===== src/rtl/core/iolu_pkg.sv =====
// shared types, codes and constants of the indexed ordered list unit
package iolu_pkg;

    localparam int DEPTH_DEF  = 16;
    localparam int DATA_W_DEF = 32;

    localparam int CMD_W     = 3;
    localparam int POS_W     = 5;
    localparam int VALUE_W   = 32;
    localparam int STAT_W    = 2;
    localparam int CNT_OUT_W = 5;

    localparam logic [CMD_W-1:0] CMD_ADD_FIRST    = 3'd0;
    localparam logic [CMD_W-1:0] CMD_ADD_LAST     = 3'd1;
    localparam logic [CMD_W-1:0] CMD_INSERT       = 3'd2;
    localparam logic [CMD_W-1:0] CMD_REMOVE_FIRST = 3'd3;
    localparam logic [CMD_W-1:0] CMD_REMOVE_LAST  = 3'd4;
    localparam logic [CMD_W-1:0] CMD_REMOVE       = 3'd5;
    localparam logic [CMD_W-1:0] CMD_SET          = 3'd6;
    localparam logic [CMD_W-1:0] CMD_GET          = 3'd7;

    localparam logic [STAT_W-1:0] STAT_OK    = 2'd0;
    localparam logic [STAT_W-1:0] STAT_INDEX = 2'd1;
    localparam logic [STAT_W-1:0] STAT_EMPTY = 2'd2;
    localparam logic [STAT_W-1:0] STAT_FULL  = 2'd3;

    // slot selection for index loads
    localparam logic [1:0] K_ZERO     = 2'd0;
    localparam logic [1:0] K_COUNT    = 2'd1;
    localparam logic [1:0] K_COUNT_M1 = 2'd2;
    localparam logic [1:0] K_POS_M1   = 2'd3;

    // read address selection
    localparam logic [1:0] RD_IDX    = 2'd0;
    localparam logic [1:0] RD_IDX_M1 = 2'd1;
    localparam logic [1:0] RD_IDX_P1 = 2'd2;

    // write data selection
    localparam logic WR_RDATA = 1'b0;
    localparam logic WR_VALUE = 1'b1;

    typedef struct packed {
        logic [CMD_W-1:0]   command;
        logic [POS_W-1:0]   position;
        logic [VALUE_W-1:0] value;
    } t_in_word;

    typedef struct packed {
        logic [VALUE_W-1:0]   data_out;
        logic [STAT_W-1:0]    status;
        logic [CNT_OUT_W-1:0] count;
        logic                 empty_flag;
    } t_out_word;

    typedef struct packed {
        logic              load_in;
        logic              res_clr;
        logic              set_status;
        logic [STAT_W-1:0] status;
        logic              idx_load;
        logic              ins_load;
        logic [1:0]        k_sel;
        logic              idx_inc;
        logic              idx_dec;
        logic              rd_en;
        logic [1:0]        rd_sel;
        logic              wr_en;
        logic              wr_sel;
        logic              cap;
        logic              cnt_inc;
        logic              cnt_dec;
        logic              res_load;
    } t_ctl_cmd;

    typedef struct packed {
        logic [CMD_W-1:0] cmd;
        logic             full;
        logic             empty;
        logic             pos_ok;
        logic             ins_ok;
        logic             idx_gt_end;
        logic             rm_more;
        logic             out_busy;
    } t_dp_stat;

endpackage


===== src/rtl/core/indexed_ordered_list_unit.sv =====
// top level of the indexed ordered list unit
// Bounded ordered list of up to DEPTH values with 1-based positions, one command word in and
// one result word out. Entries live in a single-port-read, single-port-write memory, so every
// shift moves one entry at a time, a read followed by a write. A rejected command goes
// straight to the result; an add, insert or remove shifts at most DEPTH - 1 entries.
// The result register lets the next command be accepted while the previous result waits.
// No clearing pass runs after reset.
module indexed_ordered_list_unit #(
    parameter int DEPTH  = iolu_pkg::DEPTH_DEF,
    parameter int DATA_W = iolu_pkg::DATA_W_DEF
) (
    input  logic                i_clk,
    input  logic                i_rst_n,
    input  logic                i_in_valid,
    output logic                o_in_ready,
    input  iolu_pkg::t_in_word  i_in_word,
    output logic                o_out_valid,
    input  logic                i_out_ready,
    output iolu_pkg::t_out_word o_out_word
);
    import iolu_pkg::*;

    t_ctl_cmd w_cmd;
    t_dp_stat w_stat;

    iolu_ctrl u_ctrl (
        .i_clk      (i_clk),
        .i_rst_n    (i_rst_n),
        .i_in_valid (i_in_valid),
        .i_stat     (w_stat),
        .o_in_ready (o_in_ready),
        .o_cmd      (w_cmd)
    );

    iolu_dpath #(
        .DEPTH  (DEPTH),
        .DATA_W (DATA_W)
    ) u_dpath (
        .i_clk       (i_clk),
        .i_rst_n     (i_rst_n),
        .i_in_word   (i_in_word),
        .i_cmd       (w_cmd),
        .i_out_ready (i_out_ready),
        .o_stat      (w_stat),
        .o_out_valid (o_out_valid),
        .o_out_word  (o_out_word)
    );

endmodule


===== src/rtl/core/iolu_dpath.sv =====
// datapath: entry memory, count, index registers and result register
module iolu_dpath #(
    parameter int DEPTH  = iolu_pkg::DEPTH_DEF,
    parameter int DATA_W = iolu_pkg::DATA_W_DEF
) (
    input  logic                i_clk,
    input  logic                i_rst_n,
    input  iolu_pkg::t_in_word  i_in_word,
    input  iolu_pkg::t_ctl_cmd  i_cmd,
    input  logic                i_out_ready,
    output iolu_pkg::t_dp_stat  o_stat,
    output logic                o_out_valid,
    output iolu_pkg::t_out_word o_out_word
);
    import iolu_pkg::*;

    localparam int CNT_W = $clog2(DEPTH + 1);
    localparam int IDX_W = $clog2(DEPTH);
    localparam int CMP_W = ((CNT_W > POS_W) ? CNT_W : POS_W) + 1;

    logic [DATA_W-1:0] r_mem [DEPTH];

    logic [CMD_W-1:0]  r_cmd;
    logic [POS_W-1:0]  r_pos;
    logic [DATA_W-1:0] r_val;
    logic [CNT_W-1:0]  r_count;
    logic [IDX_W-1:0]  r_idx;
    logic [IDX_W-1:0]  r_end;
    logic [DATA_W-1:0] r_rdata;
    logic [DATA_W-1:0] r_res_data;
    logic [STAT_W-1:0] r_res_status;
    logic              r_out_valid;
    t_out_word         r_out_word;

    logic [CMP_W-1:0]  w_pos_ext;
    logic [CMP_W-1:0]  w_cnt_ext;
    logic [CMP_W-1:0]  w_pos_m1;
    logic [CNT_W-1:0]  w_cnt_m1;
    logic [CNT_W-1:0]  w_idx_p1;
    logic [IDX_W-1:0]  w_k;
    logic [IDX_W-1:0]  w_rd_addr;
    logic [DATA_W-1:0] w_wr_data;

    assign w_pos_ext = CMP_W'(r_pos);
    assign w_cnt_ext = CMP_W'(r_count);
    assign w_pos_m1  = w_pos_ext - CMP_W'(1);
    assign w_cnt_m1  = r_count - CNT_W'(1);
    assign w_idx_p1  = CNT_W'(r_idx) + CNT_W'(1);

    always_comb begin
        unique case (i_cmd.k_sel)
            K_ZERO:     w_k = '0;
            K_COUNT:    w_k = r_count[IDX_W-1:0];
            K_COUNT_M1: w_k = w_cnt_m1[IDX_W-1:0];
            K_POS_M1:   w_k = w_pos_m1[IDX_W-1:0];
            default:    w_k = '0;
        endcase
    end

    always_comb begin
        unique case (i_cmd.rd_sel)
            RD_IDX:    w_rd_addr = r_idx;
            RD_IDX_M1: w_rd_addr = r_idx - IDX_W'(1);
            RD_IDX_P1: w_rd_addr = w_idx_p1[IDX_W-1:0];
            default:   w_rd_addr = r_idx;
        endcase
    end

    assign w_wr_data = (i_cmd.wr_sel == WR_VALUE) ? r_val : r_rdata;

    assign o_stat.cmd        = r_cmd;
    assign o_stat.full       = (r_count >= CNT_W'(DEPTH));
    assign o_stat.empty      = (r_count == '0);
    assign o_stat.pos_ok     = (r_pos != '0) && (w_pos_ext <= w_cnt_ext);
    assign o_stat.ins_ok     = (r_pos != '0) && (w_pos_ext <= (w_cnt_ext + CMP_W'(1)));
    assign o_stat.idx_gt_end = (r_idx > r_end);
    assign o_stat.rm_more    = (w_idx_p1 < r_count);
    assign o_stat.out_busy   = r_out_valid && !i_out_ready;

    // entry memory
    always_ff @(posedge i_clk) begin
        if (i_cmd.rd_en) begin
            r_rdata <= r_mem[w_rd_addr];
        end
        if (i_cmd.wr_en) begin
            r_mem[r_idx] <= w_wr_data;
        end
    end

    always_ff @(posedge i_clk) begin
        if (!i_rst_n) begin
            r_count     <= '0;
            r_out_valid <= 1'b0;
        end else begin
            if (i_cmd.cnt_inc) begin
                r_count <= r_count + CNT_W'(1);
            end else if (i_cmd.cnt_dec) begin
                r_count <= r_count - CNT_W'(1);
            end
            if (i_cmd.res_load) begin
                r_out_valid <= 1'b1;
            end else if (i_out_ready) begin
                r_out_valid <= 1'b0;
            end
        end
    end

    always_ff @(posedge i_clk) begin
        if (i_cmd.load_in) begin
            r_cmd <= i_in_word.command;
            r_pos <= i_in_word.position;
            r_val <= DATA_W'(i_in_word.value);
        end
        if (i_cmd.idx_load) begin
            r_idx <= w_k;
        end else if (i_cmd.ins_load) begin
            r_idx <= r_count[IDX_W-1:0];
            r_end <= w_k;
        end else if (i_cmd.idx_inc) begin
            r_idx <= r_idx + IDX_W'(1);
        end else if (i_cmd.idx_dec) begin
            r_idx <= r_idx - IDX_W'(1);
        end
        if (i_cmd.res_clr) begin
            r_res_data <= '0;
        end else if (i_cmd.cap) begin
            r_res_data <= r_rdata;
        end
        if (i_cmd.set_status) begin
            r_res_status <= i_cmd.status;
        end
        if (i_cmd.res_load) begin
            r_out_word.data_out   <= VALUE_W'(r_res_data);
            r_out_word.status     <= r_res_status;
            r_out_word.count      <= CNT_OUT_W'(r_count);
            r_out_word.empty_flag <= (r_count == '0);
        end
    end

    assign o_out_valid = r_out_valid;
    assign o_out_word  = r_out_word;

endmodule


===== src/rtl/core/iolu_ctrl.sv =====
// controller: command decode, checks and shift sequencing
module iolu_ctrl (
    input  logic               i_clk,
    input  logic               i_rst_n,
    input  logic               i_in_valid,
    input  iolu_pkg::t_dp_stat i_stat,
    output logic               o_in_ready,
    output iolu_pkg::t_ctl_cmd o_cmd
);
    import iolu_pkg::*;

    localparam logic [3:0] S_IDLE   = 4'd0;
    localparam logic [3:0] S_EXEC   = 4'd1;
    localparam logic [3:0] S_RD_AT  = 4'd2;
    localparam logic [3:0] S_CAP    = 4'd3;
    localparam logic [3:0] S_INS_RD = 4'd4;
    localparam logic [3:0] S_INS_WR = 4'd5;
    localparam logic [3:0] S_RM_RD  = 4'd6;
    localparam logic [3:0] S_RM_WR  = 4'd7;
    localparam logic [3:0] S_RES    = 4'd8;

    logic [3:0] r_state;
    logic [3:0] n_state;
    t_ctl_cmd   w_cmd;

    always_comb begin
        n_state = r_state;
        w_cmd   = '0;
        unique case (r_state)
            S_IDLE: begin
                if (i_in_valid) begin
                    w_cmd.load_in = 1'b1;
                    n_state       = S_EXEC;
                end
            end
            S_EXEC: begin
                w_cmd.res_clr    = 1'b1;
                w_cmd.set_status = 1'b1;
                w_cmd.status     = STAT_OK;
                n_state          = S_RES;
                unique case (i_stat.cmd) inside
                    CMD_ADD_FIRST, CMD_ADD_LAST: begin
                        if (i_stat.full) begin
                            w_cmd.status = STAT_FULL;
                        end else begin
                            w_cmd.ins_load = 1'b1;
                            w_cmd.k_sel    = (i_stat.cmd == CMD_ADD_FIRST) ? K_ZERO : K_COUNT;
                            n_state        = S_INS_RD;
                        end
                    end
                    CMD_INSERT: begin
                        if (!i_stat.ins_ok) begin
                            w_cmd.status = STAT_INDEX;
                        end else if (i_stat.full) begin
                            w_cmd.status = STAT_FULL;
                        end else begin
                            w_cmd.ins_load = 1'b1;
                            w_cmd.k_sel    = K_POS_M1;
                            n_state        = S_INS_RD;
                        end
                    end
                    CMD_REMOVE_FIRST, CMD_REMOVE_LAST: begin
                        if (i_stat.empty) begin
                            w_cmd.status = STAT_EMPTY;
                        end else begin
                            w_cmd.idx_load = 1'b1;
                            w_cmd.k_sel    = (i_stat.cmd == CMD_REMOVE_FIRST) ? K_ZERO
                                                                             : K_COUNT_M1;
                            n_state        = S_RD_AT;
                        end
                    end
                    CMD_REMOVE, CMD_SET, CMD_GET: begin
                        if (!i_stat.pos_ok) begin
                            w_cmd.status = STAT_INDEX;
                        end else begin
                            w_cmd.idx_load = 1'b1;
                            w_cmd.k_sel    = K_POS_M1;
                            n_state        = S_RD_AT;
                        end
                    end
                    default: begin
                        n_state = S_RES;
                    end
                endcase
            end
            S_RD_AT: begin
                w_cmd.rd_en  = 1'b1;
                w_cmd.rd_sel = RD_IDX;
                n_state      = S_CAP;
            end
            S_CAP: begin
                w_cmd.cap = 1'b1;
                unique case (i_stat.cmd) inside
                    CMD_SET: begin
                        w_cmd.wr_en  = 1'b1;
                        w_cmd.wr_sel = WR_VALUE;
                        n_state      = S_RES;
                    end
                    CMD_GET: begin
                        n_state = S_RES;
                    end
                    default: begin
                        n_state = S_RM_RD;
                    end
                endcase
            end
            S_INS_RD: begin
                if (i_stat.idx_gt_end) begin
                    w_cmd.rd_en  = 1'b1;
                    w_cmd.rd_sel = RD_IDX_M1;
                    n_state      = S_INS_WR;
                end else begin
                    w_cmd.wr_en   = 1'b1;
                    w_cmd.wr_sel  = WR_VALUE;
                    w_cmd.cnt_inc = 1'b1;
                    n_state       = S_RES;
                end
            end
            S_INS_WR: begin
                w_cmd.wr_en   = 1'b1;
                w_cmd.wr_sel  = WR_RDATA;
                w_cmd.idx_dec = 1'b1;
                n_state       = S_INS_RD;
            end
            S_RM_RD: begin
                if (i_stat.rm_more) begin
                    w_cmd.rd_en  = 1'b1;
                    w_cmd.rd_sel = RD_IDX_P1;
                    n_state      = S_RM_WR;
                end else begin
                    w_cmd.cnt_dec = 1'b1;
                    n_state       = S_RES;
                end
            end
            S_RM_WR: begin
                w_cmd.wr_en   = 1'b1;
                w_cmd.wr_sel  = WR_RDATA;
                w_cmd.idx_inc = 1'b1;
                n_state       = S_RM_RD;
            end
            S_RES: begin
                if (!i_stat.out_busy) begin
                    w_cmd.res_load = 1'b1;
                    n_state        = S_IDLE;
                end
            end
            default: begin
                n_state = S_IDLE;
            end
        endcase
    end

    always_ff @(posedge i_clk) begin
        if (!i_rst_n) begin
            r_state <= S_IDLE;
        end else begin
            r_state <= n_state;
        end
    end

    assign o_in_ready = (r_state == S_IDLE);
    assign o_cmd      = w_cmd;

endmodule


===== config.mk =====
export PLATFORM = sky130hd
export DESIGN_NAME = indexed_ordered_list_unit
export DESIGN_NICKNAME = d
export VERILOG_FILES = /design/src/rtl/core/iolu_pkg.sv /design/src/rtl/core/indexed_ordered_list_unit.sv /design/src/rtl/core/iolu_dpath.sv /design/src/rtl/core/iolu_ctrl.sv
export SDC_FILE = /design/constraint.sdc
export NUM_CORES = 1
export LEC_CHECK = 0
export ABC_AREA = 1
export BUFFER_PORTS_ARGS = -buffer_cell sky130_fd_sc_hd__buf_2
export CAP_MARGIN = 20
export CORE_ASPECT_RATIO = 0.6
export CORE_UTILIZATION = 56
export DETAILED_ROUTE_END_ITERATION = 8
export PLACE_DENSITY_LB_ADDON = 0.3
export SLEW_MARGIN = 15
export SYNTH_ARGS = -nofsm -noshare
export SYNTH_HDL_FRONTEND = slang
export SYNTH_SLANG_ARGS = --single-unit

===== constraint.sdc =====
create_clock -name i_clk -period 4.2 [get_ports i_clk]
set_clock_uncertainty 0.05 [all_clocks]
set_input_delay 0.84 -clock i_clk [delete_from_list [all_inputs] [get_ports i_clk]]
set_output_delay 0.84 -clock i_clk [all_outputs]
set_load 0.05 [all_outputs]

### Word-level counts from Yosys, hierarchy flattened

Memory sizes are Yosys's and may differ from the RTL's. A register that Yosys moved wholly into a read port is not among the register bits.
Index checks and enable logic that the tools add are counted.

* input port bits: 44
* memories kept: 1
* bits in writable memories: 512
* flip-flop bits (word level): 132
* logic and storage cells: 128
* output and inout bits: 42

* $add $sub $neg: 7
* bitwise operators: 1
* muxes and demuxes: 59
* order comparisons: 5
* reduce and logical (&&, ||, !) cells: 19
* eq/ne operators: 22

Memories
* u_dpath.r_mem: words 16, width 32, rd ports 1, clocked after memory_dff 1, write ports 1, RTL line iolu_dpath.sv:21 `logic [DATA_W-1:0] r_mem [DEPTH];`

Operators with widths (count)
* 4-bit two-way mux: 13
* 4-bit case mux with 9 select lines: 1
* 32-bit two-way mux: 1
* 4-bit case mux with 4 select lines: 2
* 1-bit two-way mux: 19
* 4-bit by 3-bit == test with 1-bit output, second input constant: 4
* 2-bit two-way mux: 8
* 2-bit case mux with 4 select lines: 2
* 3-bit two-way mux: 5
* 3-bit == test, second input constant: 4
* 5-bit two-way mux: 2
* 3-bit case mux with 3 select lines: 1
* 4-bit by 2-bit == test with 1-bit output, second input constant: 2
* 8-bit two-way mux: 1
* 4-bit case mux with 2 select lines: 1
* 2-bit OR reduction: 4
* 4-bit by 1-bit subtractor with 4-bit output, second input constant: 2
* 5-bit by 1-bit adder with 6-bit output, second input constant: 1
* 2-bit == test, second input constant: 3
* 3-bit by 2-bit == test with 1-bit output, second input constant: 2
* 5-bit by 6-bit less-or-equal comparator with 1-bit output: 1
* 2-bit case mux with 3 select lines: 1
* 4-bit by 1-bit adder with 5-bit output, second input constant: 1
* 5-bit by 1-bit adder with 5-bit output, second input constant: 1
* other kinds (24): 31

### Longest topological paths before layout

* depth in word-level cells: 9
* gate-level depth with buffers: 22
* gate-level depth less buffers: 20

### By module

From an unflattened synthesis, not the netlist that was laid out.

* cell total of the unflattened synthesis: 2677
* area, all modules: 29243.0 sq um

By module, submodules not included
* iolu_dpath: instances 1, area an instance 28697.5 sq um, cells each 2572, seq. area each 19799.0 sq um
* iolu_ctrl: instances 1, area an instance 545.5 sq um, cells each 105, seq. area each 80.1 sq um

### Worst setup path after synthesis

No wires, ideal clock.

* path type: input to register
* start point: input port i_in_valid
* end point: register u_dpath.r_cmd[0], enable pin
* arrival: 3.631 ns
* setup time: 0.487 ns
* required time: 3.663 ns
* setup slack: 0.032 ns
* stages: 2
* path buffers: 0
* path through: inv_1 > nor3_1

RTL lines
* from (decl): RTL line indexed_ordered_list_unit.sv:14 `input logic i_in_valid,`
* to (signal assigned): RTL line iolu_dpath.sv:110 `r_cmd <= i_in_word.command;`
* to (decl): RTL line iolu_dpath.sv:23 `logic [CMD_W-1:0] r_cmd;`

### Worst setup path after layout

* start point: register u_dpath.r_idx[3]
* end point: register u_dpath.r_rdata[4], read port of u_dpath.r_mem, data pin

* longest elaborated chain between the ends: 6
* elaborated cells between the ends (all ways): 10
* classes of those cells: 2 x add/sub; 2 x order compare; 2 x eq/ne; 4 x mux

Ends and longest elaborated chain
* from (decl): RTL line iolu_dpath.sv:27 `logic [IDX_W-1:0] r_idx;`
* from (signal assigned): RTL line iolu_dpath.sv:115 `r_idx <= w_k;`
* from (signal assigned): RTL line iolu_dpath.sv:117 `r_idx <= r_count[IDX_W-1:0];`
* from (signal assigned): RTL line iolu_dpath.sv:120 `r_idx <= r_idx + IDX_W'(1);`
* 4-bit by 1-bit adder with 5-bit output: RTL line iolu_dpath.sv:48 `assign w_idx_p1 = CNT_W'(r_idx) + CNT_W'(1);`
* 5-bit less-than comparator: RTL line iolu_dpath.sv:77 `assign o_stat.rm_more = (w_idx_p1 < r_count);`
* 3-bit two-way mux: RTL line iolu_ctrl.sv:126 `if (i_stat.rm_more) begin`
* 3-bit case mux with 3 select lines: RTL line iolu_ctrl.sv:29 `unique case (r_state)`
* 2-bit == test / 2-bit by 1-bit == test with 1-bit output (equally long branches): RTL line iolu_dpath.sv:61 `unique case (i_cmd.rd_sel)`
* 4-bit case mux with 2 select lines: RTL line iolu_dpath.sv:61
* to (decl): RTL line iolu_dpath.sv:29 `logic [DATA_W-1:0] r_rdata;`

Several ways; a longest one is shown, not always the timed one.
A chain may end at the register's enable or synchronous reset.

==> run_summary.xml <==
<?xml version="1.0" encoding="UTF-8"?>
<metrics>
  <group name="outcome">
    <metric name="outcome" unit="">complete, no violations</metric>
  </group>
  <group name="global_routing">
    <metric name="first_global_vias" unit="">16404</metric>
    <metric name="grt_pass1_wl" unit="um">99400</metric>
    <metric name="grt_antenna_before_repair" unit="">0</metric>
    <metric name="grt_start_max_net_pins" unit="">102</metric>
    <metric name="grt_overflow" unit="">0</metric>
    <metric name="groute.usage.overall" unit="%">26.6</metric>
  </group>
  <group name="worst_setup_path">
    <metric name="worst-setup-path-type" unit="">reg -&gt; reg</metric>
    <metric name="critical_path_peak_fanout" unit="">101</metric>
    <metric name="critPathCaptureType" unit="">register</metric>
    <metric name="cp_slowest_cell" unit="">edfxtp_1</metric>
    <metric name="cp_data_required_time" unit="ps">4490</metric>
    <metric name="worst_setup_path_start_kind" unit="">register</metric>
    <metric name="cp_slowest_stage_delay" unit="ps">510</metric>
    <metric name="launch_point_of_the_worst_path" unit="">u_dpath.r_idx[3]$_DFFE_PP_</metric>
    <metric name="critical-path-top-delay-family" unit="">compound AO/OA/AOI/OAI gates</metric>
    <metric name="crit_buf_inv" unit="">3</metric>
    <metric name="cp.arrival" unit="ps">4200</metric>
    <metric name="worst_r2r_startpoint" unit="">u_dpath.r_idx[3]$_DFFE_PP_</metric>
    <metric name="crit_chain" unit="">inv_1, xor2_2, ha_1, nand2_1, nor2_1, o21ai_0, o211ai_1, nor2_1, inv_1, ha_1, o211ai_2, nand2_8, buf_12, or2_2, o21ai_0, o22ai_1, o211ai_1, nand2_1</metric>
  </group>
  <group name="routing">
    <metric name="drcViolationCount" unit="">0</metric>
    <metric name="number_of_nets_with_antenna_violations_after_detailed_routing" unit="">0</metric>
    <metric name="detailedRoute.firstIterationViolations" unit="">2186</metric>
    <metric name="avgViaCountPerCell" unit="">6.03</metric>
    <metric name="routed-via-count" unit="">17184</metric>
    <metric name="detailed_route_wire_length" unit="um">66100</metric>
    <metric name="routed_wire_length_per_instance" unit="um">23.2</metric>
    <metric name="detail_route.first_pass.iterations" unit="">5</metric>
  </group>
  <group name="logic_synthesis">
    <metric name="netlist.top_cell.by_area" unit="">edfxtp_1</metric>
    <metric name="ys.flop_type" unit="">edfxtp_1</metric>
    <metric name="ys_types" unit="">44</metric>
    <metric name="synth.area.top_cells" unit="">edfxtp_1, o21ai_0, dfxtp_1</metric>
    <metric name="synth.yosys.seq_area_share" unit="%">73.1</metric>
    <metric name="ys_async_sr_fraction" unit="%">0</metric>
    <metric name="netlist_instances" unit="">2038</metric>
    <metric name="post-synth-top-area-fraction" unit="%">70.0</metric>
    <metric name="synthesis.nets" unit="">2111</metric>
    <metric name="synth_warnings" unit="">0</metric>
    <metric name="synth_area_per_cell" unit="um2">13.3</metric>
    <metric name="synth.ff_latch_count" unit="">676</metric>
    <metric name="netlist_area" unit="um2">27200</metric>
    <metric name="post_synth_edffs" unit="">634</metric>
  </group>
  <group name="floorplan">
    <metric name="rows" unit="">62</metric>
    <metric name="floorplan.initialDensity" unit="%">56.8</metric>
    <metric name="die_w" unit="um">286</metric>
    <metric name="die_area" unit="um2">49500</metric>
    <metric name="num_io_pins" unit="">86</metric>
    <metric name="fp.dieH" unit="um">173</metric>
    <metric name="placeable_core_area" unit="um2">47900</metric>
  </group>
  <group name="pwr">
    <metric name="p_int" unit="W">0.0125</metric>
    <metric name="p_leak" unit="nW">10.5</metric>
    <metric name="pwr_density_cell" unit="nW/um2">585</metric>
    <metric name="netSwitchingFraction" unit="%">30.9</metric>
    <metric name="power.net_switching" unit="W">0.00556</metric>
    <metric name="seq_power_share" unit="%">45.9</metric>
    <metric name="peakVddDrop" unit="mV">0.433</metric>
    <metric name="clock_power_share" unit="%">30.6</metric>
    <metric name="power_frac_comb" unit="%">23.5</metric>
    <metric name="fin_total_pwr" unit="W">0.0180</metric>
  </group>
  <group name="clock_network">
    <metric name="cts_made_buffers" unit="">59</metric>
    <metric name="cts_num_sinks" unit="">676</metric>
    <metric name="number_of_hold_buffers_added_after_cts" unit="">0</metric>
    <metric name="cts_htree_levels" unit="">2</metric>
    <metric name="cts.reportedPaths.clkPinSlew" unit="ps">70</metric>
    <metric name="cts_max_path_buffers" unit="">3</metric>
    <metric name="cts_tree" unit="">yes</metric>
    <metric name="cts_root_buffer" unit="">clkbuf_16</metric>
    <metric name="clock_latency" unit="ps">620</metric>
  </group>
  <group name="cells_and_area">
    <metric name="num-nets-final" unit="">2235</metric>
    <metric name="final_cell_count_no_fill" unit="">2851</metric>
    <metric name="syn_to_final_growth" unit="%">13.3</metric>
    <metric name="multi_input_comb_area" unit="um2">6260</metric>
    <metric name="register_area" unit="um2">19900</metric>
    <metric name="fillers" unit="">3430</metric>
    <metric name="antenna-diode-count" unit="">0</metric>
    <metric name="final_layout_size_suffix_gt1_share" unit="%">14.5</metric>
    <metric name="fin_util" unit="%">64.4</metric>
  </group>
  <group name="sta">
    <metric name="timing.max_slew.rel_slack" unit="%">36.9</metric>
    <metric name="setup_violations" unit="">0</metric>
    <metric name="hold_ws" unit="ps">343</metric>
    <metric name="final.min_clock_period" unit="ps">3910</metric>
    <metric name="max_slew.worst_pin.slew" unit="ps">940</metric>
    <metric name="layout_worst_path_cycle_share" unit="%">93.1</metric>
    <metric name="final_report_hold_violation_count" unit="">0</metric>
    <metric name="final_max_slew_violation_count" unit="">0</metric>
    <metric name="fmax" unit="GHz">0.256</metric>
  </group>
  <group name="placement">
    <metric name="io_buf_count" unit="">85</metric>
    <metric name="routabilityCongestion" unit="">0.940</metric>
    <metric name="hpwlAfterDp" unit="um">37600</metric>
    <metric name="numPlacedInstances" unit="">2738</metric>
  </group>
  <group name="hold_path">
    <metric name="hold_path_startpoint" unit="">i_in_word[36]</metric>
    <metric name="timing.hold.worst.class" unit="">in -&gt; reg</metric>
  </group>
  <group name="run">
    <metric name="timing.max_cap.violations" unit="">0</metric>
  </group>
</metrics>
==> cells by family after synthesis <==
group           Yosys count  synth area share (%)
buf+inv                 240                  4.04
mux                       5                 0.184
compound gates          573                  13.1
fa+ha+maj                29                  1.33
flops                   676                  73.1
xor+xnor                 12                 0.442
simple gates            503                  7.84
==> flip-flops by register name, indices dropped and copies added, names as in the netlist <==
register,cells
u_dpath.o_out_valid,1
u_dpath.r_val,32
u_dpath.r_res_data,32
u_dpath.r_pos,5
u_dpath.r_idx,4
u_dpath.r_end,4
u_dpath.o_out_word,40
u_dpath.r_count,5
u_dpath.r_cmd,3
u_dpath.r_res_status,2
u_dpath.r_mem,512
u_ctrl.r_state,4
u_dpath.r_rdata,32
==> routing by layer <==
metal | up-vias | routed length [um] | share of wire [%] | GRT usage, %
met4 | 0 | 1270 | 1.9 | 6.35
met2 | 828 | 29400 | 44 | 39.0
met1 | 8491 | 29000 | 44 | 40.9
met5 | - | 0 | 0 | 0
li1 | 7770 | - | - | -
met3 | 95 | 6560 | 9.9 | 5.54
==> per-stage QoR <==
step                setup WS, ps  area (um2)  setup TNS, ps
global route               -6.76       30800          -7.86
detailed placement           276       28800              0
CTS                          260       30800              0
finish                       291       30800              0
global placement             393       28800              0
floorplan                   32.0       27200              0
==> cells in the mapped netlist (7+ instances only) <==
library cell	number
clkbuf_1	41
or2_2	21
buf_2	45
edfxtp_1	634
a21oi_1	16
o21bai_1	58
or2_0	25
inv_1	109
o311ai_0	27
nand3_1	28
o221ai_1	10
dfxtp_1	42
o21ai_0	276
nand4_1	7
o22ai_1	57
buf_6	7
o211ai_1	69
buf_4	20
ha_1	29
o21ai_1	17
nand2_1	175
or2_1	18
nor2_1	219
o311ai_1	31
inv_2	9
==> power groups by stage <==
stage,Sequential [W],Combinational (W),Clock [W]
final,0.00827,0.00424,0.00551
after global routing,0.00830,0.00461,0.00583
after CTS,0.00828,0.00418,0.00558
after detailed placement,0.00842,0.00415,0
after global placement,0.00841,0.00403,0
after floorplan,0.00860,0.00263,0
==> worst paths after layout <==
kind,end,slack (ps),cells after the start
worst max register to register,u_dpath.r_rdata[4]$_DFFE_PP_,290,18
worst min-delay path,u_dpath.r_pos[4]$_DFFE_PP_,340,1
worst min register to register,u_dpath.o_out_word[6]$_DFFE_PP_,370,0
worst max-delay path,u_dpath.r_rdata[4]$_DFFE_PP_,290,18
==> placed cells by master, fill, tap and decap left out, types with 3 or more instances in the layout <==
master | synthesis | final
inv_6 | 0 | 4
inv_1 | 109 | 93
edfxtp_1 | 634 | 634
o211ai_1 | 69 | 69
xor2_1 | 6 | 6
clkinv_1 | 1 | 28
xnor2_1 | 4 | 4
nor2_1 | 219 | 218
clkbuf_1 | 41 | 7
buf_4 | 20 | 73
dfxtp_1 | 42 | 42
clkinv_2 | 0 | 13
o311ai_0 | 27 | 27
clkbuf_16 | 0 | 60
bufinv_16 | 0 | 7
o22ai_1 | 57 | 57
o21ai_1 | 17 | 17
o311ai_1 | 31 | 31
o221ai_1 | 10 | 10
or2_0 | 25 | 25
o21bai_1 | 58 | 58
ha_1 | 29 | 29
or2_2 | 21 | 21
or2_1 | 18 | 18
o21ai_0 | 276 | 275
inv_8 | 0 | 3
a31oi_1 | 4 | 4
nand2_1 | 175 | 175
nand3_1 | 28 | 28
inv_2 | 9 | 11
buf_2 | 45 | 85
o21ai_4 | 0 | 3
nor3_1 | 5 | 4
a21oi_1 | 16 | 16
mux2i_1 | 5 | 5
nand4_1 | 7 | 7
buf_12 | 0 | 24
==> layout make-up <==
cell class | instances | area share (%)
tap | 640 | 2.60
inverter | 121 | 1.52
sequential | 676 | 64.5
timing repair buffer | 182 | 4.72
clock inverter | 42 | 1.33
clock buffer | 68 | 5.00
multi-input combinational | 1122 | 20.3
==> what timing repair did <==
action                     4_1_cts  5_1_grt
setup buffers                    0        3
hold endpoints to repair         0        0
setup endpoints to repair        0       11
resized for setup                0        2
Power figures use the tool's default switching activity.
